--- src/sv/upc_pkg.sv ---
`default_nettype none
package upc_pkg;

	localparam int CountBits = 16;
	localparam int SumBits   = (CountBits + 1 > 17) ? CountBits + 1 : 17;

	localparam logic [1:0] StOk        = 2'd0;
	localparam logic [1:0] StBadEscape = 2'd1;
	localparam logic [1:0] StCapacity  = 2'd2;

	localparam logic [1:0] ModeForm = 2'd1;

	localparam logic RegMode     = 1'b0;
	localparam logic RegCapacity = 1'b1;

	localparam logic [1:0] PhIdle = 2'd0;
	localparam logic [1:0] PhHigh = 2'd1;
	localparam logic [1:0] PhLow  = 2'd2;

	localparam logic [7:0] ChPercent = 8'h25;
	localparam logic [7:0] ChPlus    = 8'h2B;
	localparam logic [7:0] ChSpace   = 8'h20;
	localparam logic [3:0] NibbleMask = 4'hF;

	typedef struct packed {
		logic [7:0] data;
		logic       last;
	} in_item_t;

	typedef struct packed {
		logic [1:0]  mode;
		logic [15:0] capacity;
	} cfg_t;

	// one item's worth of results; per-beat last and length come from cnt
	typedef struct packed {
		logic [1:0]  cnt;
		logic [7:0]  b0;
		logic [7:0]  b1;
		logic [7:0]  b2;
		logic        valid;
		logic [1:0]  status;
		logic        last;
		logic [15:0] len;
	} res_t;

	function automatic logic [7:0] hex_digit(input logic [3:0] v);
		hex_digit = (v < 4'd10) ? (8'h30 + {4'd0, v}) : (8'h37 + {4'd0, v});
	endfunction

	function automatic logic is_unreserved(input logic [7:0] c);
		is_unreserved = c inside {[8'h41:8'h5A], [8'h61:8'h7A], [8'h30:8'h39],
			8'h2D, 8'h2E, 8'h5F, 8'h7E};
	endfunction

	// {ok, value}
	function automatic logic [4:0] hex_value(input logic [7:0] c);
		logic [7:0] t;
		t = 8'h00;
		hex_value = 5'd0;
		if (c inside {[8'h30:8'h39]}) begin
			t = c - 8'h30;
			hex_value = {1'b1, t[3:0]};
		end else if (c inside {[8'h41:8'h46]}) begin
			t = c - 8'h37;
			hex_value = {1'b1, t[3:0]};
		end else if (c inside {[8'h61:8'h66]}) begin
			t = c - 8'h57;
			hex_value = {1'b1, t[3:0]};
		end
	endfunction

endpackage
`default_nettype wire

--- src/sv/upc_in_reg.sv ---
`default_nettype none
module upc_in_reg (
	input  wire                  clk,
	input  wire                  arst_n,
	input  wire                  s_tvalid,
	output logic                 s_tready,
	input  wire  [7:0]           s_tdata,   // in_byte
	input  wire                  s_tlast,   // in_last
	input  wire                  take,
	output logic                 item_valid,
	output upc_pkg::in_item_t    item
);
	import upc_pkg::*;

	logic     valid_s1;
	in_item_t item_s1;

	assign s_tready   = !valid_s1 || take;
	assign item_valid = valid_s1;
	assign item       = item_s1;

	always_ff @(posedge clk or negedge arst_n) begin
		if (!arst_n) begin
			valid_s1 <= 1'b0;
		end else if (s_tready) begin
			valid_s1 <= s_tvalid;
		end
	end

	always_ff @(posedge clk) begin
		if (s_tready && s_tvalid) begin
			item_s1.data <= s_tdata;
			item_s1.last <= s_tlast;
		end
	end

endmodule
`default_nettype wire

--- src/sv/upc_engine.sv ---
`default_nettype none
module upc_engine (
	input  wire                  clk,
	input  wire                  arst_n,
	input  wire                  item_valid,
	input  wire upc_pkg::in_item_t item,
	input  wire upc_pkg::cfg_t   cfg,
	input  wire                  buf_free,
	output logic                 take,
	output upc_pkg::res_t        res
);
	import upc_pkg::*;

	logic [1:0]           phase_q, phase_d;
	logic [3:0]           nib_q, nib_d;
	logic [CountBits-1:0] pc_q, pc_d;
	logic                 drop_q, drop_d;

	logic [7:0]         c;
	logic               last;
	logic [4:0]         hv;
	logic [1:0]         n;
	logic [SumBits-1:0] sum;
	logic [SumBits-1:0] pc_x;
	logic [SumBits-1:0] cap_x;
	logic [SumBits-1:0] cnt_max;
	logic               fail;
	logic [1:0]         fail_st;

	assign c       = item.data;
	assign last    = item.last;
	assign hv      = hex_value(c);
	assign pc_x    = SumBits'(pc_q);
	assign cap_x   = SumBits'(cfg.capacity);
	assign cnt_max = SumBits'({CountBits{1'b1}});

	always_comb begin
		phase_d = phase_q;
		nib_d   = nib_q;
		pc_d    = pc_q;
		drop_d  = drop_q;
		n       = 2'd0;
		fail    = 1'b0;
		fail_st = StOk;
		res     = '0;
		sum     = pc_x;

		if (drop_q) begin
			if (last) begin
				drop_d  = 1'b0;
				phase_d = PhIdle;
				nib_d   = 4'd0;
				pc_d    = '0;
			end
		end else if (cfg.mode[1]) begin
			case (phase_q)
				PhIdle: begin
					if (c == ChPercent) begin
						if (last) begin
							fail    = 1'b1;
							fail_st = StBadEscape;
						end else begin
							phase_d = PhHigh;
						end
					end else begin
						n      = 2'd1;
						res.b0 = c;
					end
				end
				PhHigh: begin
					if (!hv[4] || last) begin
						fail    = 1'b1;
						fail_st = StBadEscape;
					end else begin
						nib_d   = hv[3:0];
						phase_d = PhLow;
					end
				end
				default: begin
					if (!hv[4]) begin
						fail    = 1'b1;
						fail_st = StBadEscape;
					end else begin
						n       = 2'd1;
						res.b0  = {nib_q & NibbleMask, hv[3:0]};
						phase_d = PhIdle;
					end
				end
			endcase
			sum = pc_x + SumBits'(n);
			if (n != 2'd0 && (pc_x >= cap_x || sum > cnt_max)) begin
				fail    = 1'b1;
				fail_st = StCapacity;
			end
		end else begin
			if (is_unreserved(c)) begin
				n      = 2'd1;
				res.b0 = c;
			end else if (cfg.mode == ModeForm && c == ChSpace) begin
				n      = 2'd1;
				res.b0 = ChPlus;
			end else begin
				n      = 2'd3;
				res.b0 = ChPercent;
				res.b1 = hex_digit(c[7:4]);
				res.b2 = hex_digit(c[3:0]);
			end
			sum = pc_x + SumBits'(n);
			if (sum >= cap_x || sum > cnt_max) begin
				fail    = 1'b1;
				fail_st = StCapacity;
			end
		end

		if (fail) begin
			res     = '0;
			res.cnt = 2'd1;
			res.status = fail_st;
			res.last   = 1'b1;
			phase_d = PhIdle;
			nib_d   = 4'd0;
			pc_d    = '0;
			drop_d  = !last;
		end else if (!drop_q) begin
			res.cnt   = n;
			res.valid = 1'b1;
			res.last  = last;
			res.len   = last ? sum[15:0] : 16'd0;
			pc_d      = sum[CountBits-1:0];
			if (last) begin
				phase_d = PhIdle;
				nib_d   = 4'd0;
				pc_d    = '0;
			end
		end
	end

	assign take = item_valid && (res.cnt == 2'd0 || buf_free);

	always_ff @(posedge clk or negedge arst_n) begin
		if (!arst_n) begin
			phase_q <= PhIdle;
			nib_q   <= 4'd0;
			pc_q    <= '0;
			drop_q  <= 1'b0;
		end else if (take) begin
			phase_q <= phase_d;
			nib_q   <= nib_d;
			pc_q    <= pc_d;
			drop_q  <= drop_d;
		end
	end

endmodule
`default_nettype wire

--- src/sv/upc_serializer.sv ---
`default_nettype none
module upc_serializer (
	input  wire                clk,
	input  wire                arst_n,
	input  wire                load,
	input  wire upc_pkg::res_t res,
	output logic               buf_free,
	output logic               m_tvalid,
	input  wire                m_tready,
	output logic [23:0]        m_tdata,   // out_byte, out_length
	output logic [2:0]         m_tuser,   // out_valid, status
	output logic               m_tlast    // out_last
);
	import upc_pkg::*;

	res_t       buf_s2;
	logic       valid_s2;
	logic [1:0] idx_q;
	logic       final_beat;
	logic [7:0] beat_byte;

	assign final_beat = (idx_q == buf_s2.cnt - 2'd1);
	assign buf_free   = !valid_s2 || (m_tready && final_beat);

	always_comb begin
		case (idx_q)
			2'd0:    beat_byte = buf_s2.b0;
			2'd1:    beat_byte = buf_s2.b1;
			default: beat_byte = buf_s2.b2;
		endcase
	end

	assign m_tvalid = valid_s2;
	assign m_tlast  = buf_s2.last && final_beat;
	assign m_tdata  = {(m_tlast ? buf_s2.len : 16'd0), beat_byte};
	assign m_tuser  = {buf_s2.status, buf_s2.valid};

	always_ff @(posedge clk or negedge arst_n) begin
		if (!arst_n) begin
			valid_s2 <= 1'b0;
			idx_q    <= 2'd0;
		end else if (buf_free) begin
			valid_s2 <= load;
			idx_q    <= 2'd0;
		end else if (m_tready) begin
			idx_q <= idx_q + 2'd1;
		end
	end

	always_ff @(posedge clk) begin
		if (buf_free && load) begin
			buf_s2 <= res;
		end
	end

endmodule
`default_nettype wire

--- src/sv/url_percent_codec_top.sv ---
// An accepted input beat is registered in u_in; its results are then registered in u_ser.
// Throughput: one input beat per cycle when it yields at most one result and m_tready
// stays high; an escaped byte holds the output register for its three result beats (one per cycle).
// Bytes that yield nothing (the percent sign and high digit of an escape, dropped input) skip the output buffer.
// Reset (arst_n low, async): pipeline empty, mode 0, capacity 65535, string state clear.
`default_nettype none
module url_percent_codec_top (
	input  wire         clk,
	input  wire         arst_n,
	input  wire         s_tvalid,
	output logic        s_tready,
	input  wire  [7:0]  s_tdata,    // in_byte
	input  wire         s_tlast,    // in_last
	output logic        m_tvalid,
	input  wire         m_tready,
	output logic [23:0] m_tdata,    // out_byte[7:0], out_length[23:8]
	output logic [2:0]  m_tuser,    // out_valid[0], status[2:1]
	output logic        m_tlast,    // out_last
	input  wire         cfg_valid,
	output logic        cfg_ready,
	input  wire         cfg_index,
	input  wire  [15:0] cfg_data
);
	import upc_pkg::*;

	cfg_t     cfg_q;
	in_item_t item;
	res_t     res;
	logic     item_valid;
	logic     take;
	logic     buf_free;

	assign cfg_ready = 1'b1;

	always_ff @(posedge clk or negedge arst_n) begin
		if (!arst_n) begin
			cfg_q.mode     <= 2'd0;
			cfg_q.capacity <= 16'hFFFF;
		end else if (cfg_valid && cfg_ready) begin
			case (cfg_index)
				RegMode:     cfg_q.mode     <= cfg_data[1:0];
				RegCapacity: cfg_q.capacity <= cfg_data;
				default:     ;
			endcase
		end
	end

	upc_in_reg u_in (
		.clk        (clk),
		.arst_n     (arst_n),
		.s_tvalid   (s_tvalid),
		.s_tready   (s_tready),
		.s_tdata    (s_tdata),
		.s_tlast    (s_tlast),
		.take       (take),
		.item_valid (item_valid),
		.item       (item)
	);

	upc_engine u_eng (
		.clk        (clk),
		.arst_n     (arst_n),
		.item_valid (item_valid),
		.item       (item),
		.cfg        (cfg_q),
		.buf_free   (buf_free),
		.take       (take),
		.res        (res)
	);

	upc_serializer u_ser (
		.clk      (clk),
		.arst_n   (arst_n),
		.load     (take && res.cnt != 2'd0),
		.res      (res),
		.buf_free (buf_free),
		.m_tvalid (m_tvalid),
		.m_tready (m_tready),
		.m_tdata  (m_tdata),
		.m_tuser  (m_tuser),
		.m_tlast  (m_tlast)
	);

endmodule
`default_nettype wire

--- config.mk ---
export PLATFORM = sky130hd
export DESIGN_NAME = url_percent_codec_top
export DESIGN_NICKNAME = d
export VERILOG_FILES = /design/src/sv/upc_pkg.sv /design/src/sv/upc_in_reg.sv /design/src/sv/upc_engine.sv /design/src/sv/upc_serializer.sv /design/src/sv/url_percent_codec_top.sv
export SDC_FILE = /design/constraint.sdc
export NUM_CORES = 1
export LEC_CHECK = 0
export BUFFER_PORTS_ARGS = -buffer_cell sky130_fd_sc_hd__clkbuf_2
export CAP_MARGIN = 10
export CORE_ASPECT_RATIO = 0.6
export CORE_UTILIZATION = 33
export CTS_CLUSTER_DIAMETER = 100
export CTS_CLUSTER_SIZE = 28
export DETAILED_ROUTE_END_ITERATION = 10
export SYNTH_ARGS = -nofsm -noshare
export SYNTH_HDL_FRONTEND = slang
export SYNTH_SLANG_ARGS = --single-unit
--- constraint.sdc ---
create_clock -name clk -period 6.98 [get_ports clk]
set_input_delay 0.349 -clock clk [delete_from_list [all_inputs] [get_ports clk]]
set_output_delay 0.349 -clock clk [all_outputs]
set_load 0.01 [all_outputs]
==> results.tsv, run 1 <==
metric	value	unit
timing.hold.ws	0.0940	ns
portBuffers	60	
dpl.hpwl	13.5	mm
initial_utilization	0.339	
power_frac_comb	0.439	
drt_wl_total	17.5	mm
syn_area	6480	um2
io_pins	62	
cts_tree	yes	
synthMuxAreaShare	0.0373	
area.growth.synth_to_final	12.5	%
grt_pass1_vias	4666	
fin_crit_sh	0.933	
power.switching	1170	uW
fp-row-count	39	
critPathLaunch	u_in.item[2]	
rrSetupSlack	0.47	ns
ys_ff_latch	98	
timing.critical_path.mode_cell	a21oi_1	
async_reset_ff_frac	0.459	
crit_path_end_kind	flip-flop	
path_buf_inv	1	
clkPwrFrac	0.186	
core_region_area	19100	um2
path_clk_slew	0.08	ns
htreeDepth	3	
syn_nets	749	
grt_start_max_net_pins	46	
avgSynthCellArea	9.67	um2
synth_enable_flop_cells	53	
swShare	0.432	
final_cell_mix	nand2_1 (70), clkbuf_2 (60), edfxtp_1 (53)	
clock_latency	0.36	ns
rsz0062_at_grt	no	
antenna_found_initial	0	
drv_cap	0	
cts.path.max_buffers	2	
cp_top_family	compound AO/OA/AOI/OAI gates	
hold_path.class	in2async	
r2r_cells	20	
first_pass_iters	5	
yosys_warnings	0	
avgViaCountPerCell	5.35	
period_needed	6.51	ns
ant_nets	0	
synth-xor-area-share	0.0324	
endpoint	u_ser.buf_s2[29]	
drtIter0Drc	624	
r2r_start	u_in.item[2]	
dp_cells	967	
die_y	111	um
critical_path_arrival	6.70	ns
synth-simple-area-share	0.182	
numCtsBuffers	9	
critPathKind	reg2reg	
p_leak	0.00297	uW
yosys.area.top_type_share	0.246	
relSlewSlack	0.352	
final_nets	791	
vdd_drop_max	0.135	mV
route.detailed.drc	0	
grt_util_all_layers	0.179	
skew	0.0147	ns
power_density	371	nW/um2
synth-adder-area-share	0.0938	
worstPathCellList	inv_1 -> ha_1 -> or4b_4 -> a21oi_1 -> a311oi_1 -> a311o_1 -> a21oi_1 -> nand2_1 -> fa_1 -> nand4b_1 -> nor4_1 -> xor2_1 -> ha_1 -> a21oi_1 -> nor2b_1 -> a2111oi_0 -> o2111a_1 -> a32oi_1 -> or3_4 -> a211oi_1	
synth_top_family_by_area	simple AND/OR/NAND/NOR gates	
seqPwrFrac	0.375	
overflow	0	
fin_cells	983	
cts_root_buf	clkbuf_16	
crit_fanout	15	
final_common_cell	nand2_1	
cp.required	7.17	ns
hold_viol_final	0	
yosysTopAreaCell	edfxtp_1	
cpPeakStageDelay	0.66	ns
cp_num_cells	20	
critPathLaunchType	flip-flop	
setup-violations-final	0	
netlist_instances	670	
post-cts-setup-buffer-count	0	
ctsResizeCount	0	
clock-sinks	98	
seq_area_frac_synth	0.422	
vias	5256	
drt-wirelength-per-cell	17.8	um
drv_slew	0	
die_w	183	um
cpMaxStageDelayCell	fa_1	
synth-main-ff-cell	edfxtp_1	
yosysUniqueCellTypes	78	
synth_compound_area_frac	0.178	
place.gp.congestion	0.927	
status	finished, final reports clean	
synth_area_leaders	edfxtp_1 (25%), dfrtp_1 (11%), ha_1 (9.1%)	
rr_endpoint	u_ser.buf_s2[29]	
timing.fmax	0.154	GHz
hold_buffers	0	
p_int	1540	uW
grt_pass1_wl	27.7	mm
total_power	2700	uW
layout-drive-gt1-share	0.201	
antennaDiodeCount	0	
dieArea	20200	um2
tightest_slew	0.972	ns
tns	0	ns
[synth_stat cells (all sizes together) (3+ instances only)]
library cell	number
a221oi	5
clkbuf	21
mux2	17
o211ai	4
nand2b	7
or2	12
o2bb2ai	3
a211oi	5
nor2b	16
nor4	7
and2	22
and4	3
inv	41
edfxtp	53
nand3	7
a22oi	9
a22o	3
o21a	6
nand2	70
nand4	12
nor3	7
ha	47
a21oi	47
mux2i	5
buf	17
a2bb2oi	11
nor2	38
xor2	13
o21ai	42
dfrtp	29
dfstp	16
o31ai	9
xnor2	11
or3	8
a31oi	5
[kinds of logic (layout without fill, tap and decap cells)]
group / Yosys count / after routing
compound gates: 173 / 173
buf+inv: 79 / 126
simple gates: 225 / 225
other cells: 1 / 1
xor+xnor: 24 / 24
fa+ha+maj: 48 / 48
flops: 98 / 98
mux: 22 / 22
[power groups by stage]
stage / Combinational, uW / Sequential [uW] / Clock, uW
after global placement: 1170 / 1010 / 0
final: 1190 / 1010 / 503
after floorplan: 915 / 888 / 0
after detailed placement: 1180 / 1010 / 0
after CTS: 1180 / 1000 / 515
after global routing: 1330 / 1030 / 535
[sequential cells by signal, summed over array words and instances (netlist names)]
signal,count
u_ser.m_tuser,3
cfg_q,18
u_eng.nib_q,4
u_ser.m_tvalid,1
u_eng.pc_q,16
u_in.item,9
u_ser.idx_q,2
u_eng.drop_q,1
u_eng.phase_q,2
u_ser.buf_s2,41
u_in.item_valid,1
[worst reg2reg max path, stage by stage (launching register included)]
cell and delay (ns):
edfxtp_1 0.39, inv_1 0.25, ha_1 0.35, or4b_4 0.53, a21oi_1 0.16, a311oi_1 0.06
a311o_1 0.33, a21oi_1 0.32, nand2_1 0.21, fa_1 0.66, nand4b_1 0.25, nor4_1 0.25
xor2_1 0.27, ha_1 0.29, a21oi_1 0.16, nor2b_1 0.06, a2111oi_0 0.54, o2111a_1 0.30
a32oi_1 0.19, or3_4 0.53, a211oi_1 0.25
[worst min path at each step]
stage                         from                to  slack, ns  depth (start not counted)
finish                      arst_n  u_eng.phase_q[1]       0.09                          2
global route                arst_n  u_eng.phase_q[1]       0.15                          2
CTS                         arst_n     u_eng.pc_q[8]       0.11                          2
detailed placement  u_eng.nib_q[1]    u_eng.nib_q[1]       0.48                          1
global placement    u_eng.nib_q[3]    u_eng.nib_q[3]       0.48                          1
floorplan                   arst_n         cfg_q[16]       0.05                          0
[through the flow]
stage	setup WS, ns	utilization	cell area [um2]
floorplan	1.41	-	6480
CTS	0.600	0.381	7290
finish	0.470	0.381	7290
detailed placement	0.616	0.366	6990
global route	0.0222	0.381	7290
global placement	0.816	0.366	6990
[final cells by class]
| type | instances | area [um2] |
|---|---|---|
| Fill cell | 2011 | 11800 |
| Timing Repair Buffer | 69 | 368 |
| Multi-Input combinational cell | 493 | 3400 |
| Clock buffer | 10 | 239 |
| Tap cell | 266 | 333 |
| Inverter | 41 | 154 |
| Sequential cell | 98 | 2740 |
| Clock inverter | 6 | 57.6 |
[layer usage]
layer / vias to the layer above / part of all wire / global-route usage
li1: 2523 / - / -
met5: - / 0 / 0
met2: 270 / 0.31 / 0.183
met3: 14 / 0.12 / 0.0580
met1: 2449 / 0.56 / 0.322
met4: 0 / 0.0089 / 0.0372
(Power assumes the default switching activity.)
==> run 2: changes to the inputs <==
==> constraint.sdc (replaced) <==
create_clock -name clk -period 6.7 [get_ports clk]
set_input_delay 0.335 -clock clk [delete_from_list [all_inputs] [get_ports clk]]
set_output_delay 0.335 -clock clk [all_outputs]
set_load 0.01 [all_outputs]
==> run 2 against run 1 <==
Final cell count up 0.31%. Die area is the same. Routed wire length up 3.0%. Sequential share of layout area down 0.10 points. Combinational power grew 6%. Highest routed layer unchanged. Critical endpoint is now u_eng.nib_q[0]. Critical path type unchanged.
==> results.tsv, run 2 (synthesis gave the netlist of run 1 again) <==
metric	value	unit
status	finished, final reports clean	
core_region_area	19100	um2
fillers	1948	
hold_path.class	in2async	
rsz0062_at_grt	no	
crit_path_end_kind	flip-flop	
cp.required	6.95	ns
portBuffers	60	
first_pass_iters	5	
multiInputGateArea	3410	um2
dpl.hpwl	13.7	mm
die_y	111	um
final_cell_mix	nand2_1 (70), clkbuf_2 (60), edfxtp_1 (53)	
drtIter0Drc	606	
dieArea	20200	um2
register_area	2740	um2
ant_nets	0	
largest-register	u_ser.buf_s2	
critPathLaunchType	flip-flop	
cts_root_buf	clkbuf_16	
crit_fanout	11	
fp-row-count	39	
p_leak	0.00298	uW
total_power	2820	uW
fin_crit_sh	0.939	
drv_cap	0	
antennaDiodeCount	0	
critPathKind	reg2reg	
htreeDepth	3	
largest_reg_flops	41	
avgViaCountPerCell	5.40	
layout-drive-gt1-share	0.206	
drv_slew	0	
antenna_found_initial	0	
tns	0	ns
tightest_slew	1.01	ns
period_needed	6.29	ns
power_density	386	nW/um2
timing.fmax	0.159	GHz
reg.largest.list	u_ser.buf_s2: 41 flops, cfg_q: 18 flops, u_eng.pc_q: 16 flops	
route.detailed.drc	0	
relSlewSlack	0.324	
grt_util_all_layers	0.180	
place.gp.congestion	0.939	
vias	5324	
grt_start_max_net_pins	46	
final_common_cell	nand2_1	
vdd_drop_max	0.135	mV
die_w	183	um
hold_viol_final	0	
hold_buffers	0	
initial_utilization	0.339	
rrSetupSlack	0.41	ns
clock-sinks	98	
grt_pass1_wl	27.9	mm
io_pins	62	
critical_path_arrival	6.54	ns
setup-violations-final	0	
drt-wirelength-per-cell	18.3	um
post-cts-setup-buffer-count	0	
final_nets	794	
numCtsBuffers	9	
cts_tree	yes	
clock_latency	0.36	ns
drt_wl_total	18.0	mm
skew	0.0128	ns
ctsResizeCount	0	
cts.path.max_buffers	2	
area.growth.synth_to_final	12.8	%
path_clk_slew	0.08	ns
overflow	0	
grt_pass1_vias	4723	
[run 2: worst paths after layout]
| kind | start | end | cells after the start |
|---|---|---|---|
| worst min-delay path | arst_n | u_eng.phase_q[1] | 2 |
| min in group clk | s_tdata[5] | u_in.item[6] | 1 |
| worst max register to register | u_in.item[2] | u_eng.nib_q[0] | 22 |
| max in group asynchronous | arst_n | u_eng.pc_q[2] | 2 |
| worst min register to register | u_eng.nib_q[1] | u_eng.nib_q[1] | 1 |
| worst max-delay path | u_in.item[2] | u_eng.nib_q[0] | 22 |
[run 2: through the flow]
| stage | worst slack, ns | utilization | instances | instance area [um2] | hold slack [ns] |
|---|---|---|---|---|---|
| 3_5_place_dp | 0.498 | 0.367 | 970 | 7020 | 0.489 |
| 5_1_grt | 0.0414 | 0.382 | 986 | 7310 | 0.144 |
| 2_1_floorplan | 1.13 | - | 670 | 6480 | 0.0394 |
| 6_report | 0.407 | 0.382 | 986 | 7310 | 0.0853 |
| 3_3_place_gp | 0.645 | 0.367 | 970 | 7020 | 0.478 |
| 4_1_cts | 0.455 | 0.382 | 986 | 7300 | 0.103 |
[run 2: layer usage]
| layer | track usage | part of all wire |
|---|---|---|
| met4 | 0.0356 | 0.0071 |
| met1 | 0.324 | 0.56 |
| met3 | 0.0544 | 0.12 |
| met5 | 0 | 0 |
| met2 | 0.188 | 0.31 |
[run 2: power by group]
part	leakage [uW]	internal, uW	total (uW)	switching [uW]
Sequential	0.00104	849	1050	199
Clock	0.000139	259	512	253
Combinational	0.00180	489	1260	770
[run 2: worst max-delay path, cell delays in order (launching register included)]
cell and delay, ns:
edfxtp_1 0.38, inv_1 0.25, ha_1 0.37, or4b_4 0.52, a21oi_1 0.18, a311oi_1 0.07, a311o_1 0.33, a21oi_1 0.28
nand2_1 0.25, fa_1 0.48, buf_4 0.20, nor4_2 0.38, xor2_1 0.13, ha_1 0.34, nand4_1 0.16, nor4_1 0.32
o31ai_1 0.19, o211ai_1 0.12, a21oi_1 0.11, a221oi_1 0.54, o21ai_0 0.17, buf_4 0.18, a22o_1 0.23
[run 2: area by class of cell]
cell class | count | area share
clock buffer | 9 | 0.0308
clock inverter | 7 | 0.00839
inverter | 41 | 0.0211
multi-input combinational | 493 | 0.466
sequential | 98 | 0.375
tap | 266 | 0.0455
timing repair buffer | 72 | 0.0534
